==> config.mk <==
export PLATFORM = sky130hd
export DESIGN_NAME = thermistor_adc_to_temperature_top_flat
export DESIGN_NICKNAME = d
export VERILOG_FILES = /design/src/hw/rtl/tadc_pkg.sv /design/src/hw/rtl/tadc_sample_if.sv /design/src/hw/rtl/tadc_result_if.sv /design/src/hw/rtl/tadc_locate.sv /design/src/hw/rtl/tadc_setup.sv /design/src/hw/rtl/tadc_div_pipe.sv /design/src/hw/rtl/tadc_finish.sv /design/src/hw/rtl/thermistor_adc_to_temperature_top.sv /design/src/flat_wrapper.sv
export SDC_FILE = /design/constraint.sdc
export NUM_CORES = 2
export LEC_CHECK = 0
export BUFFER_PORTS_ARGS = -buffer_cell sky130_fd_sc_hd__clkbuf_2
export CAP_MARGIN = 20
export CORE_MARGIN = 2
export CORE_UTILIZATION = 39
export DETAILED_ROUTE_END_ITERATION = 8
export SLEW_MARGIN = 20
export SYNTH_ARGS = -nofsm -noshare
export SYNTH_HDL_FRONTEND = slang
export SYNTH_HIERARCHICAL = 1
export SYNTH_SLANG_ARGS = --single-unit
==> constraint.sdc <==
create_clock -name clk -period 21.5 [get_ports clk]
set_input_delay 4.3 -clock clk [delete_from_list [all_inputs] [get_ports clk]]
set_output_delay 4.3 -clock clk [all_outputs]
set_load 0.05 [all_outputs]
==> src/hw/rtl/tadc_pkg.sv <==
`timescale 1ns / 1ps
// Shared types, constants, calibration table and divider step for the thermistor converter.
package tadc_pkg;

	localparam int ROM_SIZE = 34;
	localparam int ADC_W    = 10;
	localparam int TEMP_W   = 10;
	localparam int ROM_T_W  = 9;
	localparam int RES_W    = 19;
	localparam int IDX_W    = $clog2(ROM_SIZE);
	localparam int CNT_W    = $clog2(ROM_SIZE + 1);

	// divider: dividend bits shifted through the partial remainder
	localparam int DIV_BITS            = ROM_T_W + ADC_W;
	localparam int DIV_STEPS_PER_STAGE = 4;
	localparam int DIV_STAGES          = (DIV_BITS + DIV_STEPS_PER_STAGE - 1) / DIV_STEPS_PER_STAGE;

	localparam int RES_NUM_W = 24;

	localparam logic [ADC_W-1:0]     COLD_LIMIT    = 10'd30;
	localparam logic [ADC_W-1:0]     HOT_LIMIT     = 10'd1010;
	localparam logic [RES_NUM_W-1:0] RES_NUMERATOR = 24'd10240000;
	localparam logic [DIV_BITS-1:0]  RES_OFFSET    = 19'd10000;
	// upper numerator bits start as the remainder; below any valid divisor (>= 30)
	localparam logic [ADC_W-1:0]     RES_REM_INIT  =
		ADC_W'(RES_NUMERATOR[RES_NUM_W-1:DIV_BITS]);

	localparam logic [ADC_W-1:0] ROM_ADC [ROM_SIZE] = '{
		10'd30,   10'd76,   10'd93,   10'd113,  10'd223,  10'd414,  10'd613,
		10'd827,  10'd853,  10'd870,  10'd884,  10'd897,  10'd909,  10'd921,
		10'd931,  10'd940,  10'd948,  10'd955,  10'd962,  10'd968,  10'd972,
		10'd977,  10'd981,  10'd985,  10'd988,  10'd991,  10'd994,  10'd997,
		10'd1001, 10'd1003, 10'd1004, 10'd1006, 10'd1007, 10'd1010
	};

	localparam logic [ROM_T_W-1:0] ROM_TEMP [ROM_SIZE] = '{
		9'd0,   9'd20,  9'd25,  9'd30,  9'd50,  9'd75,  9'd100,
		9'd140, 9'd145, 9'd150, 9'd155, 9'd160, 9'd165, 9'd170,
		9'd175, 9'd180, 9'd185, 9'd190, 9'd195, 9'd200, 9'd205,
		9'd210, 9'd215, 9'd220, 9'd225, 9'd230, 9'd235, 9'd240,
		9'd250, 9'd255, 9'd260, 9'd265, 9'd270, 9'd280
	};

	typedef enum logic [1:0] {
		KIND_EXACT  = 2'd0,
		KIND_INTERP = 2'd1,
		KIND_COLD   = 2'd2,
		KIND_HOT    = 2'd3
	} kind_t;

	typedef struct packed {
		logic [ADC_W-1:0] x;
		logic [CNT_W-1:0] cnt;        // number of used entries <= x
		logic             exact;
		logic             no_bracket;
	} loc_t;

	typedef struct packed {
		logic [ADC_W-1:0]    rem;
		logic [DIV_BITS-1:0] qd;      // dividend bits in, quotient bits out
		logic [ADC_W-1:0]    d;
	} div_lane_t;

	typedef struct packed {
		kind_t              kind;
		logic [ROM_T_W-1:0] base_t;
		logic               use_div;
	} side_t;

	typedef struct packed {
		div_lane_t interp;
		div_lane_t res;
		side_t     side;
	} divw_t;

	typedef struct packed {
		logic signed [TEMP_W-1:0] temperature_c;
		logic [RES_W-1:0]         resistance_ohms;
		kind_t                    result_kind;
	} result_t;

	function automatic logic [ADC_W-1:0] rom_adc(input logic [CNT_W-1:0] idx);
		logic [ADC_W-1:0] v;
		v = '0;
		if (idx < CNT_W'(ROM_SIZE)) v = ROM_ADC[idx[IDX_W-1:0]];
		return v;
	endfunction

	function automatic logic [ROM_T_W-1:0] rom_temp(input logic [CNT_W-1:0] idx);
		logic [ROM_T_W-1:0] v;
		v = '0;
		if (idx < CNT_W'(ROM_SIZE)) v = ROM_TEMP[idx[IDX_W-1:0]];
		return v;
	endfunction

	// one restoring division step
	function automatic div_lane_t div_step(input div_lane_t l);
		logic [ADC_W:0] t;
		div_lane_t      r;
		r = l;
		t = {l.rem, l.qd[DIV_BITS-1]};
		if (t >= {1'b0, l.d}) begin
			r.rem = ADC_W'(t - {1'b0, l.d});
			r.qd  = {l.qd[DIV_BITS-2:0], 1'b1};
		end else begin
			r.rem = t[ADC_W-1:0];
			r.qd  = {l.qd[DIV_BITS-2:0], 1'b0};
		end
		return r;
	endfunction

endpackage

==> src/hw/rtl/tadc_sample_if.sv <==
`timescale 1ns / 1ps
// Valid/ready channel carrying one converter sample.
interface tadc_sample_if import tadc_pkg::*; ();
	logic             valid;
	logic             ready;
	logic [ADC_W-1:0] adc_value;

	modport source (output valid, output adc_value, input ready);
	modport sink   (input valid, input adc_value, output ready);
endinterface

==> src/hw/rtl/tadc_result_if.sv <==
`timescale 1ns / 1ps
// Valid/ready channel carrying one temperature result.
interface tadc_result_if import tadc_pkg::*; ();
	logic                     valid;
	logic                     ready;
	logic signed [TEMP_W-1:0] temperature_c;
	logic [RES_W-1:0]         resistance_ohms;
	logic [1:0]               result_kind;

	modport source (output valid, output temperature_c, output resistance_ohms,
		output result_kind, input ready);
	modport sink   (input valid, input temperature_c, input resistance_ohms,
		input result_kind, output ready);
endinterface

==> src/hw/rtl/tadc_locate.sv <==
`timescale 1ns / 1ps
// Stage 1: compares the sample against every used table entry and registers its position.
module tadc_locate import tadc_pkg::*; #(
	parameter int USED = ROM_SIZE
) (
	input  logic             clk,
	input  logic             arst_n,
	input  logic             in_valid,
	output logic             in_ready,
	input  logic [ADC_W-1:0] adc_value,
	output logic             out_valid,
	input  logic             out_ready,
	output loc_t             out_data
);

	logic [ROM_SIZE-1:0] le;
	logic [ROM_SIZE-1:0] eq;
	logic [ROM_SIZE:0]   le_ext;
	logic [CNT_W-1:0]    cnt;
	logic                valid_s1;
	loc_t                data_s1;

	always_comb begin
		le = '0;
		eq = '0;
		for (int i = 0; i < ROM_SIZE; i++) begin
			if (i < USED) begin
				le[i] = (ROM_ADC[i] <= adc_value);
				eq[i] = (ROM_ADC[i] == adc_value);
			end
		end
	end

	assign le_ext = {1'b0, le};

	// table is sorted, so le is a thermometer code; pick its top edge
	always_comb begin
		cnt = '0;
		for (int i = 0; i < ROM_SIZE; i++) begin
			if (le_ext[i] && !le_ext[i+1]) cnt = cnt | CNT_W'(i + 1);
		end
	end

	assign in_ready = !valid_s1 || out_ready;

	always_ff @(posedge clk or negedge arst_n) begin
		if (!arst_n) begin
			valid_s1 <= 1'b0;
		end else if (in_ready) begin
			valid_s1 <= in_valid;
		end
	end

	always_ff @(posedge clk) begin
		if (in_ready && in_valid) begin
			data_s1.x          <= adc_value;
			data_s1.cnt        <= cnt;
			data_s1.exact      <= |eq;
			data_s1.no_bracket <= (cnt == '0) || (cnt >= CNT_W'(USED));
		end
	end

	assign out_valid = valid_s1;
	assign out_data  = data_s1;

endmodule

==> src/hw/rtl/tadc_setup.sv <==
`timescale 1ns / 1ps
// Stage 2: reads the bracket entries, classifies the sample and forms the divider operands.
module tadc_setup import tadc_pkg::*; (
	input  logic  clk,
	input  logic  arst_n,
	input  logic  in_valid,
	output logic  in_ready,
	input  loc_t  in_data,
	output logic  out_valid,
	input  logic  out_ready,
	output divw_t out_data
);

	logic [CNT_W-1:0]    lo_idx;
	logic [ADC_W-1:0]    small_a;
	logic [ADC_W-1:0]    big_a;
	logic [ROM_T_W-1:0]  small_t;
	logic [ROM_T_W-1:0]  big_t;
	logic [ROM_T_W-1:0]  dt;
	logic [ADC_W-1:0]    dx;
	logic [DIV_BITS-1:0] prod;
	side_t               side;
	divw_t               nxt;
	logic                valid_s2;
	divw_t               data_s2;

	assign lo_idx  = (in_data.cnt == '0) ? '0 : in_data.cnt - CNT_W'(1);
	assign small_a = rom_adc(lo_idx);
	assign big_a   = rom_adc(in_data.cnt);
	assign small_t = rom_temp(lo_idx);
	assign big_t   = rom_temp(in_data.cnt);
	assign dt      = big_t - small_t;
	assign dx      = in_data.x - small_a;
	assign prod    = DIV_BITS'(dt) * DIV_BITS'(dx);

	always_comb begin
		side.kind    = KIND_HOT;
		side.base_t  = '0;
		side.use_div = 1'b0;
		priority if (in_data.exact) begin
			side.kind   = KIND_EXACT;
			side.base_t = small_t;
		end else if (in_data.x < COLD_LIMIT) begin
			side.kind = KIND_COLD;
		end else if (in_data.x > HOT_LIMIT) begin
			side.kind = KIND_HOT;
		end else if (in_data.no_bracket) begin
			side.kind = KIND_HOT;
		end else begin
			side.kind    = KIND_INTERP;
			side.base_t  = small_t;
			side.use_div = !(big_a <= small_a || in_data.x < small_a || big_t < small_t);
		end
	end

	always_comb begin
		nxt.interp.rem = '0;
		nxt.interp.qd  = prod;
		nxt.interp.d   = big_a - small_a;
		nxt.res.rem    = RES_REM_INIT;
		nxt.res.qd     = RES_NUMERATOR[DIV_BITS-1:0];
		nxt.res.d      = in_data.x;
		nxt.side       = side;
	end

	assign in_ready = !valid_s2 || out_ready;

	always_ff @(posedge clk or negedge arst_n) begin
		if (!arst_n) begin
			valid_s2 <= 1'b0;
		end else if (in_ready) begin
			valid_s2 <= in_valid;
		end
	end

	always_ff @(posedge clk) begin
		if (in_ready && in_valid) begin
			data_s2 <= nxt;
		end
	end

	assign out_valid = valid_s2;
	assign out_data  = data_s2;

endmodule

==> src/hw/rtl/tadc_div_pipe.sv <==
`timescale 1ns / 1ps
// Pipelined restoring divider, two lanes in lockstep: interpolation quotient and resistance.
module tadc_div_pipe import tadc_pkg::*; (
	input  logic  clk,
	input  logic  arst_n,
	input  logic  in_valid,
	output logic  in_ready,
	input  divw_t in_data,
	output logic  out_valid,
	input  logic  out_ready,
	output divw_t out_data
);

	// arrays indexed by divider stage
	logic  valid_sk [DIV_STAGES];
	divw_t data_sk  [DIV_STAGES];
	logic  ready_k  [DIV_STAGES];

	for (genvar k = 0; k < DIV_STAGES; k++) begin : g_st
		divw_t src;
		divw_t nxt;
		logic  src_valid;
		logic  dst_ready;

		if (k == 0) begin : g_first
			assign src       = in_data;
			assign src_valid = in_valid;
		end else begin : g_mid
			assign src       = data_sk[k-1];
			assign src_valid = valid_sk[k-1];
		end

		if (k == DIV_STAGES - 1) begin : g_last
			assign dst_ready = out_ready;
		end else begin : g_inner
			assign dst_ready = ready_k[k+1];
		end

		assign ready_k[k] = !valid_sk[k] || dst_ready;

		always_comb begin
			nxt = src;
			for (int j = 0; j < DIV_STEPS_PER_STAGE; j++) begin
				if (k * DIV_STEPS_PER_STAGE + j < DIV_BITS) begin
					nxt.interp = div_step(nxt.interp);
					nxt.res    = div_step(nxt.res);
				end
			end
		end

		always_ff @(posedge clk or negedge arst_n) begin
			if (!arst_n) begin
				valid_sk[k] <= 1'b0;
			end else if (ready_k[k]) begin
				valid_sk[k] <= src_valid;
			end
		end

		always_ff @(posedge clk) begin
			if (ready_k[k] && src_valid) begin
				data_sk[k] <= nxt;
			end
		end
	end

	assign in_ready  = ready_k[0];
	assign out_valid = valid_sk[DIV_STAGES-1];
	assign out_data  = data_sk[DIV_STAGES-1];

endmodule

==> src/hw/rtl/tadc_finish.sv <==
`timescale 1ns / 1ps
// Output stage: assembles temperature, resistance and kind into the result register.
module tadc_finish import tadc_pkg::*; (
	input  logic    clk,
	input  logic    arst_n,
	input  logic    in_valid,
	output logic    in_ready,
	input  divw_t   in_data,
	output logic    out_valid,
	input  logic    out_ready,
	output result_t out_data
);

	logic [DIV_BITS-1:0] q_r;
	result_t             nxt;
	logic                valid_s8;
	result_t             data_s8;

	assign q_r = in_data.res.qd;

	always_comb begin
		nxt.result_kind     = in_data.side.kind;
		nxt.temperature_c   = '0;
		nxt.resistance_ohms = '0;
		unique case (in_data.side.kind)
			KIND_EXACT: begin
				nxt.temperature_c = TEMP_W'(in_data.side.base_t);
			end
			KIND_INTERP: begin
				nxt.temperature_c = TEMP_W'(in_data.side.base_t)
					+ (in_data.side.use_div ? TEMP_W'(in_data.interp.qd) : '0);
				nxt.resistance_ohms = (q_r >= RES_OFFSET) ? RES_W'(q_r - RES_OFFSET) : '0;
			end
			KIND_COLD: begin
				nxt.temperature_c = '0;
			end
			KIND_HOT: begin
				nxt.temperature_c = '1;
			end
		endcase
	end

	assign in_ready = !valid_s8 || out_ready;

	always_ff @(posedge clk or negedge arst_n) begin
		if (!arst_n) begin
			valid_s8 <= 1'b0;
		end else if (in_ready) begin
			valid_s8 <= in_valid;
		end
	end

	always_ff @(posedge clk) begin
		if (in_ready && in_valid) begin
			data_s8 <= nxt;
		end
	end

	assign out_valid = valid_s8;
	assign out_data  = data_s8;

endmodule

==> src/hw/rtl/thermistor_adc_to_temperature_top.sv <==
`timescale 1ns / 1ps
// Top level of the thermistor sample to temperature converter.
//
// Converts each 10-bit converter sample into a temperature in whole degrees C using a
// fixed 34-point calibration table. A sample that equals a table point returns that
// point's temperature (kind 0); below 30 it is reported too cold (kind 2, temperature 0);
// above 1010, or outside the used part of the table, too hot (kind 3, temperature -1).
// Anything else is linearly interpolated between its two bracketing points, truncated,
// and also gets the divider resistance floor(10240000/adc) - 10000 (kind 1); resistance
// is 0 on every other kind. The block is fully pipelined: one sample per cycle on both
// channels while results are taken. Its stages are the table compare stage, the
// operand setup stage (bracket lookup and the interpolation multiply), five divider
// stages that run the 19-step restoring division four steps each (three in the last),
// and the output register. Each stage has its own valid bit and ready, so a stalled
// result only holds the stages that are full; empty slots behind it keep taking
// samples. TABLE_ENTRIES limits how many leading table points take part (values above
// 34 use the whole table). No state is kept between samples and there are no
// configuration registers.
module thermistor_adc_to_temperature_top import tadc_pkg::*; #(
	parameter int TABLE_ENTRIES = 34
) (
	input  logic          clk,
	input  logic          arst_n,
	tadc_sample_if.sink   sample,
	tadc_result_if.source result
);

	localparam int USED = (TABLE_ENTRIES < ROM_SIZE) ? TABLE_ENTRIES : ROM_SIZE;

	// stage-to-stage transfers
	logic    loc_valid;
	logic    loc_ready;
	loc_t    loc_data;
	logic    set_valid;
	logic    set_ready;
	divw_t   set_data;
	logic    div_valid;
	logic    div_ready;
	divw_t   div_data;
	result_t res_data;

	// compare sample against the table
	tadc_locate #(
		.USED(USED)
	) u_locate (
		.clk       (clk),
		.arst_n    (arst_n),
		.in_valid  (sample.valid),
		.in_ready  (sample.ready),
		.adc_value (sample.adc_value),
		.out_valid (loc_valid),
		.out_ready (loc_ready),
		.out_data  (loc_data)
	);

	// bracket lookup, classification, interpolation product
	tadc_setup u_setup (
		.clk       (clk),
		.arst_n    (arst_n),
		.in_valid  (loc_valid),
		.in_ready  (loc_ready),
		.in_data   (loc_data),
		.out_valid (set_valid),
		.out_ready (set_ready),
		.out_data  (set_data)
	);

	// both divisions in lockstep
	tadc_div_pipe u_div (
		.clk       (clk),
		.arst_n    (arst_n),
		.in_valid  (set_valid),
		.in_ready  (set_ready),
		.in_data   (set_data),
		.out_valid (div_valid),
		.out_ready (div_ready),
		.out_data  (div_data)
	);

	// final select and output register
	tadc_finish u_finish (
		.clk       (clk),
		.arst_n    (arst_n),
		.in_valid  (div_valid),
		.in_ready  (div_ready),
		.in_data   (div_data),
		.out_valid (result.valid),
		.out_ready (result.ready),
		.out_data  (res_data)
	);

	assign result.temperature_c   = res_data.temperature_c;
	assign result.resistance_ohms = res_data.resistance_ohms;
	assign result.result_kind     = res_data.result_kind;

endmodule

==> src/flat_wrapper.sv <==
// flat-port wrapper written by rule: the top's interface ports become plain ports
module thermistor_adc_to_temperature_top_flat import tadc_pkg::*;
#(
	parameter int TABLE_ENTRIES = 34
)
  (clk, arst_n, sample_valid, sample_adc_value, sample_ready, result_valid, result_temperature_c, result_resistance_ohms, result_result_kind, result_ready);
  tadc_sample_if sample_i ();
  tadc_result_if result_i ();
  input  logic clk;
  input  logic arst_n;
  input wire logic [$bits(sample_i.valid)-1:0] sample_valid;
  input wire logic [$bits(sample_i.adc_value)-1:0] sample_adc_value;
  output wire logic [$bits(sample_i.ready)-1:0] sample_ready;
  output wire logic [$bits(result_i.valid)-1:0] result_valid;
  output wire logic [$bits(result_i.temperature_c)-1:0] result_temperature_c;
  output wire logic [$bits(result_i.resistance_ohms)-1:0] result_resistance_ohms;
  output wire logic [$bits(result_i.result_kind)-1:0] result_result_kind;
  input wire logic [$bits(result_i.ready)-1:0] result_ready;
  assign sample_i.valid = sample_valid;
  assign sample_i.adc_value = sample_adc_value;
  assign sample_ready = sample_i.ready;
  assign result_valid = result_i.valid;
  assign result_temperature_c = result_i.temperature_c;
  assign result_resistance_ohms = result_i.resistance_ohms;
  assign result_result_kind = result_i.result_kind;
  assign result_i.ready = result_ready;
  thermistor_adc_to_temperature_top #(.TABLE_ENTRIES(TABLE_ENTRIES)) u_core (.clk(clk), .arst_n(arst_n), .sample(sample_i), .result(result_i));
endmodule
==> qor.csv <==
stage,metric,value,unit
outcome,status,finished clean,
place,Placer Congestion,0.925,
cts,Root Driver,clkbuf_16,
final_layout,share of cells above drive strength 1,8.33,%
floorplan,Die W,344,um
setup_path,Reg-to-Reg End,u_core/u_div/data_sk[0][261],
sta,Worst Skew,50.9,ps
setup_path,Reg2Reg Depth,36,
setup_path,Worst R2R Setup Slack,9930,ps
final_layout,n_diodes,0,
setup_path,Setup crit end kind,flop,
worst_hold_path,worst hold stages,0,
place,DP Wirelength,86.5,mm
routing,DR WL/cell,17.7,um
global_routing,met3 usage,1.71,%
setup_path,CP Depth,36,
cts,Post-CTS Resized,0,
global_routing,GR Util met2,29.9,%
final_layout,fin nets,5330,
global_routing,vias in the first global route,33496,
sta,RSZ-0062 raised after global routing,false,
synth,Syn Area/Cell,9.44,um2
cts,clock transition at the registers of the reported paths,60,ps
floorplan,Row Count,124,
final_layout,Fillers,11038,
global_routing,first-pass GRT wire length,180,mm
cts,cts hold-fix bufs,0,
floorplan,core area,115000,um2
routing,drt drc,0,
sta,final-report setup violation count,0,
sta,Worst slew margin,32.0,%
job,Max Cap Viol,0,
cts,buffer count from post-CTS setup fixing,0,
worst_hold_path,hold path startpoint,u_core/u_div/data_sk[0][184],
synth,Post-Syn Area,45100,um2
final_layout,Synth-to-Final Area Change,6.71,%
setup_path,CP max FO,18,
floorplan,die footprint,118000,um2
global_routing,Congestion Overflow GR,0,
place,port buffer count,46,
setup_path,worst stage delay on the critical path,860,ps
setup_path,Worst EP arrival,11910,ps
sta,worst setup margin,9930,ps
sta,worst slew pin tran,1020,ps
setup_path,Worst path most repeated cell,ha_1,
cts,H-tree levels,2,
final_layout,final core occ,42.1,%
setup_path,Crit Path Class,reg2reg,
global_routing,GR peak layer,met2,
worst_hold_path,Hold Path Class,reg2reg,
routing,routed wire length,112,mm
global_routing,initial antenna violation count,1,
setup_path,Worst Path Required,21850,ps
floorplan,Die H,344,um
sta,pins over their slew limit,0,
routing,Pre-antenna DRT Iters,8,
cts,CTS sink count,479,
place,DP Worst Slack,10260,ps
setup_path,"slowest stage cell, crit path",a21oi_1,
cts,CTS tree,done,
routing,routed via count,35536,
setup_path,crit-path leading delay family,compound AO/OA/AOI/OAI gates,
place,Placed Area,46400,um2
global_routing,Tot GR Track Use,18.5,%
routing,Via density,5.64,
setup_path,Reg-to-Reg Start,u_core/u_div/data_sk[0][142],
sta,setup TNS,0,ps
floorplan,Starting Density,39.4,%
setup_path,startpoint types,flop,
cts,CTS Buffer Depth,3,
routing,Routed Antenna Nets,0,
final_layout,fin area,48200,um2
synth,Synth Instances,4784,
synth,Yosys Warn Count,6,
global_routing,GR Layer Usage met1,26.3,%
sta,fin crit period,11570,ps
sta,Fin. Hold Viols,0,
sta,Max Freq,86.5,MHz
worst_hold_path,Worst Hold End,u_core/u_div/data_sk[0][274],
routing,Iter 0 DRT Violations,2738,
cts,"Clk Latency, worst-skew pair",630,ps
cts,Inserted Clock Buffers,52,
sta,share of the clock period used by the worst path after layout,53.8,%
global_routing,largest net degree at the start of global routing,83,
setup_path,Crit path buffers/inverters,3,
floorplan,IO Pins,47,
==> placed cells by master (no fill, tap or decap), types with 67 or more instances in the layout <==
| cell type | n |
|---|---|
| nand3_1 | 82 |
| nand2b_1 | 102 |
| a21o_1 | 128 |
| nor2_1 | 397 |
| inv_1 | 382 |
| o21ai_0 | 249 |
| nor3_1 | 88 |
| nand4_1 | 103 |
| a211oi_1 | 67 |
| o21a_1 | 69 |
| nor2b_1 | 99 |
| mux2_2 | 127 |
| xnor2_1 | 173 |
| fa_1 | 97 |
| a21oi_1 | 291 |
| xor2_1 | 115 |
| nand2_1 | 264 |
| ha_1 | 472 |
| edfxtp_1 | 471 |
==> worst register-to-register path, delay by kind of cell, from the launching register on <==
family                     cells  cell delay, ps
adders and majority gates      4            1390
AOI/OAI and AO/OA             15            4660
buffers and inverters          3            1120
muxes                          2             880
DFF                            1             590
and+or+nand+nor               12            2700
==> metrics by stage <==
stage | instances | hold slack (ps)
2_1_floorplan | 4821 | 400
3_3_place_gp | 6202 | 402
3_5_place_dp | 6202 | 405
4_1_cts | 6299 | 378
5_1_grt | 6302 | 394
6_report | 6302 | 387
==> sequential cells by signal, indices dropped and copies added (netlist names) <==
signal                       cells
u_core/u_div/data_sk           371
u_core/u_div/g_st.src_valid      4
u_core/u_div/out_valid           1
u_core/u_finish/out_data        31
u_core/u_finish/out_valid        1
u_core/u_locate/out_data        18
u_core/u_locate/out_valid        1
u_core/u_setup/out_data         51
u_core/u_setup/out_valid         1
==> cell type report <==
class / count / area [um2] / area share, %
inverter: 389 / 1460 / 3.04
timing repair buffer: 72 / 454 / 0.943
clock buffer: 73 / 1440 / 2.99
clock inverter: 24 / 255 / 0.530
tap: 1512 / 1890 / 3.93
sequential: 479 / 14300 / 29.8
multi-input combinational: 3753 / 28300 / 58.8
==> metal layers <==
metal | part of all wire [%] | wire length (um)
met5 | 0 | 0
met4 | 2.5 | 2770
met3 | 4.6 | 5160
met2 | 45 | 50700
met1 | 47 | 52900
==> worst max path at each step <==
stage | start | to | slack, ps
final | u_core/u_div/data_sk[0][142] | u_core/u_div/data_sk[0][261] | 9930
after global routing | u_core/u_div/data_sk[0][142] | u_core/u_div/data_sk[0][261] | 9060
after CTS | u_core/u_div/data_sk[0][142] | u_core/u_div/data_sk[0][261] | 10250
after detailed placement | u_core/u_div/data_sk[0][142] | u_core/u_div/data_sk[0][261] | 10260
after global placement | u_core/u_div/data_sk[0][232] | u_core/u_div/data_sk[0][354] | 10410
after floorplan | result_ready | sample_ready | 11690
Power is not shown: default switching activity piles up to over one toggle a cycle in this logic, so the estimate is an artifact.
